===== src/hdl/tqg_pkg.sv =====
// Shared types, codes and constants of the transaction quota guard.
package tqg_pkg;

  localparam int CMD_W        = 3;
  localparam int ROW_SIZE_W   = 32;
  localparam int TIME_W       = 48;
  localparam int STATUS_W     = 3;
  localparam int PHASE_W      = 3;
  localparam int ROWS_W       = 32;
  localparam int BYTES_W      = 48;
  localparam int ROW_LIM_W    = 32;
  localparam int BYTE_LIM_W   = 48;
  localparam int DEADLINE_W   = 32;
  localparam int CFG_IDX_W    = 2;
  localparam int CFG_DATA_W   = 48;

  localparam int ROW_BITS_DEF  = 32;
  localparam int BYTE_BITS_DEF = 48;
  localparam int TIME_BITS_DEF = 48;

  localparam int QUEUE_DEPTH = 2;

  localparam logic [CMD_W-1:0] CMD_OPEN    = 3'd0;
  localparam logic [CMD_W-1:0] CMD_OBSERVE = 3'd1;
  localparam logic [CMD_W-1:0] CMD_FINISH  = 3'd2;
  localparam logic [CMD_W-1:0] CMD_FAIL    = 3'd3;
  localparam logic [CMD_W-1:0] CMD_CLEANUP = 3'd4;
  localparam logic [CMD_W-1:0] CMD_ARM     = 3'd5;

  localparam logic [STATUS_W-1:0] ST_OK       = 3'd0;
  localparam logic [STATUS_W-1:0] ST_INVALID  = 3'd1;
  localparam logic [STATUS_W-1:0] ST_CLIENT   = 3'd2;
  localparam logic [STATUS_W-1:0] ST_ROW_LIM  = 3'd3;
  localparam logic [STATUS_W-1:0] ST_BYTE_LIM = 3'd4;
  localparam logic [STATUS_W-1:0] ST_DEADLINE = 3'd5;
  localparam logic [STATUS_W-1:0] ST_RB_ERR   = 3'd6;

  localparam logic [PHASE_W-1:0] PH_NEW       = 3'd0;
  localparam logic [PHASE_W-1:0] PH_ACTIVE    = 3'd1;
  localparam logic [PHASE_W-1:0] PH_COMMITTED = 3'd2;
  localparam logic [PHASE_W-1:0] PH_ROLLED    = 3'd3;
  localparam logic [PHASE_W-1:0] PH_FAILED    = 3'd4;

  localparam logic [CFG_IDX_W-1:0] CFG_ROW_LIM  = 2'd0;
  localparam logic [CFG_IDX_W-1:0] CFG_BYTE_LIM = 2'd1;
  localparam logic [CFG_IDX_W-1:0] CFG_DEADLINE = 2'd2;

  localparam logic [ROW_LIM_W-1:0]  ROW_LIM_RST  = 32'hFFFF_FFFF;
  localparam logic [BYTE_LIM_W-1:0] BYTE_LIM_RST = 48'hFFFF_FFFF_FFFF;
  localparam logic [DEADLINE_W-1:0] DEADLINE_RST = 32'd30000;

  typedef enum logic [2:0] {
    OP_OPEN,
    OP_OBSERVE,
    OP_FINISH,
    OP_FAIL,
    OP_CLEANUP,
    OP_ARM,
    OP_BAD
  } tqg_op_e;

  typedef struct packed {
    tqg_op_e               op;
    logic [ROW_SIZE_W-1:0] row_size;
    logic [TIME_W-1:0]     time_now;
    logic                  begin_ok;
    logic                  configure_ok;
    logic                  commit_ok;
    logic                  rollback_ok;
  } tqg_item_t;

  typedef struct packed {
    logic [STATUS_W-1:0] status;
    logic [PHASE_W-1:0]  phase;
    logic                armed;
    logic [ROWS_W-1:0]   rows;
    logic [BYTES_W-1:0]  bytes;
    logic                commit_iss;
    logic                rollback_iss;
  } tqg_result_t;

  typedef struct packed {
    logic we;
    logic [CFG_IDX_W-1:0] idx;
    logic [CFG_DATA_W-1:0] wdata;
  } tqg_cfg_t;

endpackage


===== src/hdl/tqg_front.sv =====
// Front end: accepts input words and classifies the command into an operation.
module tqg_front import tqg_pkg::*; (
  input  logic                  in_valid_i,
  output logic                  in_stall_o,
  input  logic [CMD_W-1:0]      cmd_i,
  input  logic [ROW_SIZE_W-1:0] row_size_i,
  input  logic [TIME_W-1:0]     time_now_i,
  input  logic                  begin_ok_i,
  input  logic                  configure_ok_i,
  input  logic                  commit_ok_i,
  input  logic                  rollback_ok_i,
  input  logic                  q_full_i,
  output logic                  push_o,
  output tqg_item_t             item_o
);

  tqg_op_e op;

  always_comb begin
    unique case (cmd_i)
      CMD_OPEN:    op = OP_OPEN;
      CMD_OBSERVE: op = OP_OBSERVE;
      CMD_FINISH:  op = OP_FINISH;
      CMD_FAIL:    op = OP_FAIL;
      CMD_CLEANUP: op = OP_CLEANUP;
      CMD_ARM:     op = OP_ARM;
      default:     op = OP_BAD;
    endcase
  end

  assign in_stall_o = q_full_i;
  assign push_o     = in_valid_i && !q_full_i;

  assign item_o = '{
    op:           op,
    row_size:     row_size_i,
    time_now:     time_now_i,
    begin_ok:     begin_ok_i,
    configure_ok: configure_ok_i,
    commit_ok:    commit_ok_i,
    rollback_ok:  rollback_ok_i
  };

endmodule


===== src/hdl/tqg_queue.sv =====
// Short queue of classified words between the front end and the back end.
module tqg_queue import tqg_pkg::*; (
  input  logic      clk_i,
  input  logic      rst_ni,
  input  logic      push_i,
  input  tqg_item_t item_i,
  output logic      full_o,
  input  logic      pop_i,
  output logic      valid_o,
  output tqg_item_t item_o
);

  localparam int PTR_W = (QUEUE_DEPTH > 1) ? $clog2(QUEUE_DEPTH) : 1;
  localparam int CNT_W = $clog2(QUEUE_DEPTH + 1);
  localparam logic [PTR_W-1:0] LAST = PTR_W'(QUEUE_DEPTH - 1);
  localparam logic [CNT_W-1:0] FULL = CNT_W'(QUEUE_DEPTH);

  tqg_item_t        slot_q [QUEUE_DEPTH];
  logic [PTR_W-1:0] wr_ptr_q, wr_ptr_d;
  logic [PTR_W-1:0] rd_ptr_q, rd_ptr_d;
  logic [CNT_W-1:0] count_q, count_d;

  assign full_o  = (count_q == FULL);
  assign valid_o = (count_q != '0);
  assign item_o  = slot_q[rd_ptr_q];

  always_comb begin
    wr_ptr_d = wr_ptr_q;
    rd_ptr_d = rd_ptr_q;
    count_d  = count_q;
    if (push_i) begin
      wr_ptr_d = (wr_ptr_q == LAST) ? '0 : wr_ptr_q + PTR_W'(1);
    end
    if (pop_i) begin
      rd_ptr_d = (rd_ptr_q == LAST) ? '0 : rd_ptr_q + PTR_W'(1);
    end
    if (push_i && !pop_i) begin
      count_d = count_q + CNT_W'(1);
    end else if (pop_i && !push_i) begin
      count_d = count_q - CNT_W'(1);
    end
  end

  always_ff @(posedge clk_i or negedge rst_ni) begin
    if (!rst_ni) begin
      wr_ptr_q <= '0;
      rd_ptr_q <= '0;
      count_q  <= '0;
    end else begin
      wr_ptr_q <= wr_ptr_d;
      rd_ptr_q <= rd_ptr_d;
      count_q  <= count_d;
    end
  end

  always_ff @(posedge clk_i) begin
    if (push_i) begin
      slot_q[wr_ptr_q] <= item_i;
    end
  end

endmodule


===== src/hdl/tqg_back.sv =====
// Back end: guard state, quota checks, configuration registers and result register.
module tqg_back import tqg_pkg::*; #(
  parameter int ROW_BITS  = ROW_BITS_DEF,
  parameter int BYTE_BITS = BYTE_BITS_DEF,
  parameter int TIME_BITS = TIME_BITS_DEF
) (
  input  logic        clk_i,
  input  logic        rst_ni,
  input  tqg_cfg_t    cfg_i,
  input  logic        q_valid_i,
  input  tqg_item_t   item_i,
  output logic        pop_o,
  output logic        out_valid_o,
  input  logic        out_stall_i,
  output tqg_result_t res_o
);

  localparam int SUM_W = ((BYTE_BITS > ROW_SIZE_W) ? BYTE_BITS : ROW_SIZE_W) + 1;
  localparam int RCW   = (ROW_BITS > ROW_LIM_W) ? ROW_BITS : ROW_LIM_W;
  localparam int BCW   = (BYTE_BITS > BYTE_LIM_W) ? BYTE_BITS : BYTE_LIM_W;
  localparam int DCW   = (TIME_BITS > DEADLINE_W) ? TIME_BITS : DEADLINE_W;

  logic [ROW_LIM_W-1:0]  row_lim_q;
  logic [BYTE_LIM_W-1:0] byte_lim_q;
  logic [DEADLINE_W-1:0] deadline_q;

  logic [PHASE_W-1:0]   phase_q, phase_d;
  logic                 armed_q, armed_d;
  logic [ROW_BITS-1:0]  row_q, row_d;
  logic [BYTE_BITS-1:0] byte_q, byte_d;
  logic [TIME_BITS-1:0] start_q, start_d;

  logic        out_valid_q;
  tqg_result_t res_q, res_d;

  logic                 active;
  logic [TIME_BITS-1:0] now;
  logic [SUM_W-1:0]     byte_sum;
  logic                 byte_ovf;
  logic                 row_full;
  logic [ROW_BITS-1:0]  row_inc;
  logic                 row_over;
  logic                 byte_over;
  logic                 late;
  logic [STATUS_W-1:0]  status;
  logic [STATUS_W-1:0]  rb_cause;
  logic                 rb_iss;
  logic                 commit_iss;

  assign pop_o       = q_valid_i && (!out_valid_q || !out_stall_i);
  assign out_valid_o = out_valid_q;
  assign res_o       = res_q;

  assign active    = armed_q && (phase_q == PH_ACTIVE);
  assign now       = TIME_BITS'(item_i.time_now);
  assign byte_sum  = SUM_W'(byte_q) + SUM_W'(item_i.row_size);
  assign byte_ovf  = |byte_sum[SUM_W-1:BYTE_BITS];
  assign row_full  = &row_q;
  assign row_inc   = row_q + ROW_BITS'(1);
  assign row_over  = RCW'(row_inc) > RCW'(row_lim_q);
  assign byte_over = BCW'(byte_sum[BYTE_BITS-1:0]) > BCW'(byte_lim_q);
  assign late      = (now < start_q) || (DCW'(now - start_q) > DCW'(deadline_q));

  always_comb begin
    phase_d    = phase_q;
    armed_d    = armed_q;
    row_d      = row_q;
    byte_d     = byte_q;
    start_d    = start_q;
    status     = ST_OK;
    rb_cause   = ST_OK;
    rb_iss     = 1'b0;
    commit_iss = 1'b0;
    unique case (item_i.op)
      OP_ARM: begin
        phase_d = PH_NEW;
        armed_d = 1'b1;
        row_d   = '0;
        byte_d  = '0;
        start_d = '0;
      end
      OP_OPEN: begin
        if (!armed_q || phase_q != PH_NEW) begin
          status = ST_INVALID;
        end else if (!item_i.begin_ok) begin
          phase_d = PH_FAILED;
          status  = ST_CLIENT;
        end else if (!item_i.configure_ok) begin
          rb_iss   = 1'b1;
          rb_cause = ST_CLIENT;
        end else begin
          start_d = now;
          phase_d = PH_ACTIVE;
        end
      end
      OP_OBSERVE: begin
        if (!active) begin
          status = ST_INVALID;
        end else begin
          if (row_full || byte_ovf) begin
            rb_cause = ST_BYTE_LIM;
          end else begin
            row_d  = row_inc;
            byte_d = byte_sum[BYTE_BITS-1:0];
            if (row_over) begin
              rb_cause = ST_ROW_LIM;
            end else if (byte_over) begin
              rb_cause = ST_BYTE_LIM;
            end else if (late) begin
              rb_cause = ST_DEADLINE;
            end
          end
          rb_iss = (rb_cause != ST_OK);
        end
      end
      OP_FINISH: begin
        if (!active) begin
          status = ST_INVALID;
        end else begin
          commit_iss = 1'b1;
          if (item_i.commit_ok) begin
            phase_d = PH_COMMITTED;
          end else begin
            phase_d = PH_FAILED;
            status  = ST_CLIENT;
          end
        end
      end
      OP_FAIL: begin
        if (!active) begin
          status = ST_INVALID;
        end else begin
          rb_iss   = 1'b1;
          rb_cause = ST_CLIENT;
        end
      end
      OP_CLEANUP: begin
        if (armed_q) begin
          rb_iss  = active;
          armed_d = 1'b0;
        end
      end
      default: begin
        status = ST_INVALID;
      end
    endcase
    if (rb_iss) begin
      if (item_i.rollback_ok) begin
        phase_d = PH_ROLLED;
        status  = rb_cause;
      end else begin
        phase_d = PH_FAILED;
        status  = ST_RB_ERR;
      end
    end
    res_d = '{
      status:       status,
      phase:        phase_d,
      armed:        armed_d,
      rows:         ROWS_W'(row_d),
      bytes:        BYTES_W'(byte_d),
      commit_iss:   commit_iss,
      rollback_iss: rb_iss
    };
  end

  always_ff @(posedge clk_i or negedge rst_ni) begin
    if (!rst_ni) begin
      row_lim_q   <= ROW_LIM_RST;
      byte_lim_q  <= BYTE_LIM_RST;
      deadline_q  <= DEADLINE_RST;
      phase_q     <= PH_NEW;
      armed_q     <= 1'b1;
      row_q       <= '0;
      byte_q      <= '0;
      start_q     <= '0;
      out_valid_q <= 1'b0;
    end else begin
      if (cfg_i.we) begin
        unique case (cfg_i.idx)
          CFG_ROW_LIM:  row_lim_q  <= cfg_i.wdata[ROW_LIM_W-1:0];
          CFG_BYTE_LIM: byte_lim_q <= cfg_i.wdata[BYTE_LIM_W-1:0];
          CFG_DEADLINE: deadline_q <= cfg_i.wdata[DEADLINE_W-1:0];
          default: ;
        endcase
      end
      if (pop_o) begin
        phase_q     <= phase_d;
        armed_q     <= armed_d;
        row_q       <= row_d;
        byte_q      <= byte_d;
        start_q     <= start_d;
        out_valid_q <= 1'b1;
      end else if (!out_stall_i) begin
        out_valid_q <= 1'b0;
      end
    end
  end

  always_ff @(posedge clk_i) begin
    if (pop_o) begin
      res_q <= res_d;
    end
  end

endmodule


===== src/hdl/transaction_quota_guard.sv =====
// Top level of the transaction quota guard: front end, word queue and back end.
//
//   Channel  Direction  Handshake                Carries
//   in       input      in_valid_i / in_stall_o    command word with partner outcomes
//   out      output     out_valid_o / out_stall_i  status, phase, counters, strobes
//   cfg      input      cfg_we_i                   row limit, byte limit, deadline
//
// One word is accepted per cycle while not stalled; its single result is registered after the queue.
// The back end updates the guard state and registers the result in the same cycle.
// A two-word queue sits between the front end and the back end, so input is stalled only
// while the queue is full, which happens only after the output was held by out_stall_i.
// Reset is asynchronous and active low; it arms the guard and loads the default quotas.
module transaction_quota_guard import tqg_pkg::*; #(
  parameter int ROW_BITS  = ROW_BITS_DEF,
  parameter int BYTE_BITS = BYTE_BITS_DEF,
  parameter int TIME_BITS = TIME_BITS_DEF
) (
  input  logic                  clk_i,
  input  logic                  rst_ni,
  input  logic                  cfg_we_i,
  input  logic [CFG_IDX_W-1:0]  cfg_idx_i,
  input  logic [CFG_DATA_W-1:0] cfg_wdata_i,
  input  logic                  in_valid_i,
  output logic                  in_stall_o,
  input  logic [CMD_W-1:0]      cmd_i,
  input  logic [ROW_SIZE_W-1:0] row_size_i,
  input  logic [TIME_W-1:0]     time_now_i,
  input  logic                  begin_ok_i,
  input  logic                  configure_ok_i,
  input  logic                  commit_ok_i,
  input  logic                  rollback_ok_i,
  output logic                  out_valid_o,
  input  logic                  out_stall_i,
  output logic [STATUS_W-1:0]   status_o,
  output logic [PHASE_W-1:0]    phase_o,
  output logic                  armed_flag_o,
  output logic [ROWS_W-1:0]     rows_seen_o,
  output logic [BYTES_W-1:0]    bytes_seen_o,
  output logic                  commit_issued_o,
  output logic                  rollback_issued_o
);

  tqg_item_t   push_item;
  tqg_item_t   pop_item;
  tqg_result_t res;
  tqg_cfg_t    cfg;
  logic        push;
  logic        pop;
  logic        q_full;
  logic        q_valid;

  assign cfg = '{we: cfg_we_i, idx: cfg_idx_i, wdata: cfg_wdata_i};

  tqg_front u_front (
    .in_valid_i     (in_valid_i),
    .in_stall_o     (in_stall_o),
    .cmd_i          (cmd_i),
    .row_size_i     (row_size_i),
    .time_now_i     (time_now_i),
    .begin_ok_i     (begin_ok_i),
    .configure_ok_i (configure_ok_i),
    .commit_ok_i    (commit_ok_i),
    .rollback_ok_i  (rollback_ok_i),
    .q_full_i       (q_full),
    .push_o         (push),
    .item_o         (push_item)
  );

  tqg_queue u_queue (
    .clk_i   (clk_i),
    .rst_ni  (rst_ni),
    .push_i  (push),
    .item_i  (push_item),
    .full_o  (q_full),
    .pop_i   (pop),
    .valid_o (q_valid),
    .item_o  (pop_item)
  );

  tqg_back #(
    .ROW_BITS  (ROW_BITS),
    .BYTE_BITS (BYTE_BITS),
    .TIME_BITS (TIME_BITS)
  ) u_back (
    .clk_i       (clk_i),
    .rst_ni      (rst_ni),
    .cfg_i       (cfg),
    .q_valid_i   (q_valid),
    .item_i      (pop_item),
    .pop_o       (pop),
    .out_valid_o (out_valid_o),
    .out_stall_i (out_stall_i),
    .res_o       (res)
  );

  assign status_o          = res.status;
  assign phase_o           = res.phase;
  assign armed_flag_o      = res.armed;
  assign rows_seen_o       = res.rows;
  assign bytes_seen_o      = res.bytes;
  assign commit_issued_o   = res.commit_iss;
  assign rollback_issued_o = res.rollback_iss;

  // The queue fills only while the back end is held, so a full queue means a pending result.
  a_stall_needs_result: assert property (@(posedge clk_i) disable iff (!rst_ni)
    in_stall_o |-> out_valid_o)
    else $error("input stalled with no result pending");

  a_commit_phase: assert property (@(posedge clk_i) disable iff (!rst_ni)
    (out_valid_o && commit_issued_o) |->
      (!rollback_issued_o && (phase_o == PH_COMMITTED || phase_o == PH_FAILED)))
    else $error("commit strobe with inconsistent phase");

  a_rollback_phase: assert property (@(posedge clk_i) disable iff (!rst_ni)
    (out_valid_o && rollback_issued_o) |->
      (phase_o == PH_ROLLED || phase_o == PH_FAILED))
    else $error("rollback strobe with inconsistent phase");

endmodule


===== config.mk =====
export PLATFORM = sky130hd
export DESIGN_NAME = transaction_quota_guard
export DESIGN_NICKNAME = d
export VERILOG_FILES = /design/src/hdl/tqg_pkg.sv /design/src/hdl/tqg_front.sv /design/src/hdl/tqg_queue.sv /design/src/hdl/tqg_back.sv /design/src/hdl/transaction_quota_guard.sv
export SDC_FILE = /design/constraint.sdc
export NUM_CORES = 1
export LEC_CHECK = 0
export BUFFER_PORTS_ARGS = -buffer_cell sky130_fd_sc_hd__buf_2
export CAP_MARGIN = 20
export CORE_MARGIN = 1
export CORE_UTILIZATION = 45
export CTS_BUF_LIST = sky130_fd_sc_hd__clkbuf_8
export CTS_CLUSTER_DIAMETER = 60
export DETAILED_ROUTE_END_ITERATION = 12
export PLACE_DENSITY = 0.71
export SLEW_MARGIN = 20
export SYNTH_ARGS = -nofsm -noshare
export SYNTH_HDL_FRONTEND = slang
export SYNTH_SLANG_ARGS = --single-unit

===== constraint.sdc =====
create_clock -name clk_i -period 6.6 [get_ports clk_i]
set_input_delay 1.65 -clock clk_i [delete_from_list [all_inputs] [get_ports clk_i]]
set_output_delay 1.65 -clock clk_i [all_outputs]
set_load 0.01 [all_outputs]

==> metrics <==
outcome finished, final reports clean; most frequent cells in the layout edfxtp_1 (263), nand2_1 (249), inv_1 (246), buf_2 (231), o21ai_0 (225); # setup viols final 0; drt pass-1 iters 8; Switching Share 0.412; antenna violations before repair 1; final core utilization 0.519; via/cell ratio roughly 5.7; via count roughly 22000; largest net degree at the start of global routing approximately 110; Die W 255 µm; fmax approximately 160 MHz; Synth Flop Type edfxtp_1; cts bufs inserted roughly 90; Int Power ~0.0083 W; Syn Inst Count between 2000 and 3000; first-pass GRT wire length approximately 120000 µm; Slew @ Worst Pin between 900 and 1000 ps; EDFF count, synth between 200 and 300; Net Count, Synth ~3100; die area about 0.065 mm²; worst path required time about 7000 ps; routability cong. approximately 0.93; hold_buf cts 0; PwrDens about 430 mW/mm²; Worst-Skew Late Latency roughly 700 ps; layout cells sized above 1 0.232; Slew headroom 0.332; max-slew violations 0; startpoint types flop; starting density of the core 0.457; Syn. warnings 0; sequential share of power 0.323; Layout area overhead 13.7%; htree depth 3; synthesized flop and latch total about 510; period utilization 0.951; VDD IR-drop max 0.266 mV; Bufs on Longest Clock Path 3; # port buffers 232; Worst Hold Class reg2reg; clk sinks 512; Detailed Route Iter0 Violations between 1500 and 2000; vias in the first global route 22000; Layout Nets 3306; root buf cell clkbuf_8; clock slew at reported path FFs approximately 60 ps; GR Util All Layers 0.242; leak pwr 14.1 nW; Clock power frac 0.207; combinational power share 0.471; WP data arrival between 6000 and 7000 ps; total negative setup slack 0 ps; Ports between 200 and 250; row cnt 92; Setup crit end kind flop; final WL between 80000 and 90000 µm; P_sw between 0.005 and 0.006 W; Avg Inst Size Synth 10.6 µm²; drc violations 0; antenna-violating nets left 0; crit-path max FO 11; commonest non-fill, non-tap cell in the layout edfxtp_1; GRT overflow 0; sequential area share after synthesis 0.493; Async SR Flop Fraction 0.486; Setup CP Type reg2reg; post-detail-place hpwl just under 60000 µm; core footprint ~0.063 mm²; Layout Skew 37.6 ps; Synth cell types 87; Fin. Hold Viols 0; CTS tree built; die extent in y between 200 and 300 µm; max cap viols 0; Final Critical Period 6270 ps; wire per inst about 21 µm; Cell Area, Synth 0.0289 mm²
-- registers in the layout, summed over array words and instances, names as in the netlist --
register	cells
u_back.res_o	89
u_back.start_q	48
u_back.out_valid_o	1
u_back.byte_lim_q	48
u_queue.slot_q	174
u_back.armed_q	1
u_back.row_q	32
u_queue.rd_ptr_q	1
u_queue.count_q	2
u_queue.wr_ptr_q	1
u_back.byte_q	48
u_back.phase_q	3
u_back.deadline_q	32
u_back.row_lim_q	32
-- cells by family after synthesis --
kind of cell / synth area share
compound gates: 0.161
xor+xnor: 0.0342
fa+ha+maj: 0.0858
buf+inv: 0.0492
flops: 0.493
mux: 0.0682
simple gates: 0.109
-- worst paths after layout --
check / startpoint / endpoint / slack (ps) / cells past startpoint
setup reg to reg: u_queue.rd_ptr_q / u_back.res_o[87] / 330 / 26
hold reg to reg: u_back.start_q[31] / u_back.start_q[31] / 480 / 2
max in group asynchronous: rst_ni / u_back.start_q[36] / 4330 / 2
min in group asynchronous: rst_ni / u_back.row_q[23] / 960 / 1
setup / recovery: u_queue.rd_ptr_q / u_back.res_o[87] / 330 / 26
hold / removal: u_back.start_q[31] / u_back.start_q[31] / 480 / 2
-- stage by stage --
stage               power (W)  hold WS [ps]  cell area, µm²  cells  setup slack [ps]
finish                 0.0141           476           32900   3894               327
global route           0.0151           508           32900   3892             -13.6
CTS                    0.0141           483           32800   3891               131
detailed placement     0.0112           471           31000   3719               185
global placement       0.0110           462           31000   3719               444
floorplan             0.00909           450           28900   2738              19.8
-- power groups by stage --
stage          clock, W  combinational, W  sequential, W
3_5_place_dp          0           0.00654        0.00461
6_report        0.00292           0.00664        0.00455
5_1_grt         0.00313           0.00731        0.00462
4_1_cts         0.00299           0.00657        0.00456
2_1_floorplan         0           0.00447        0.00462
3_3_place_gp          0           0.00644        0.00458
-- critical path, stage by stage (launching register included) --
cell	delay (ps)
dfrtp_4	550
buf_4	220
mux2_2	380
ha_1	330
o21a_1	190
o31a_1	110
buf_4	160
o31ai_4	210
o211ai_1	170
nor4b_4	180
o311a_4	370
o21a_1	290
and4_1	270
xnor2_1	270
inv_1	80
ha_1	180
a21o_1	170
a21o_1	170
a21oi_1	150
o21ai_0	100
a21oi_1	330
a21oi_2	180
nor3b_1	250
nand3_1	140
o21ai_2	210
inv_2	70
mux2_2	270
-- cell usage after synthesis, drive strengths merged, types with 40 or more instances --
master	n	area, µm²
a21oi	160	805
o21ai	236	1180
xnor2	73	639
inv	213	800
a22o	63	552
nor2	100	383
a31oi	44	290
clkbuf	107	407
ha	195	2440
nand2	249	935
dfrtp	161	4030
xor2	40	350
nand3	108	546
nand4	50	313
edfxtp	263	7900
mux2	167	1880
a21o	63	474
dfstp	88	2310
-- metal layers --
metal | vias up | share of wire | track usage
li1 | 10400 | - | -
met1 | 10800 | 0.43 | 0.324
met2 | 812 | 0.47 | 0.395
met3 | 151 | 0.063 | 0.0405
met4 | 0 | 0.032 | 0.0873
met5 | - | 0 | 0
-- layout make-up --
class,count,area [µm²]
Fill cell,5634,30400
Sequential cell,512,14200
Multi-Input combinational cell,1868,13400
Timing Repair Buffer,280,1560
Clock buffer,103,1420
Tap cell,846,1060
Inverter,214,806
Clock inverter,69,404
Antenna cell,2,5.00
-- timing repair --
item,CTS,global route
gates resized for setup,0,12
endpoints found under the setup margin,0,10
buffers inserted,0,1
(Power assumes the default switching activity.)
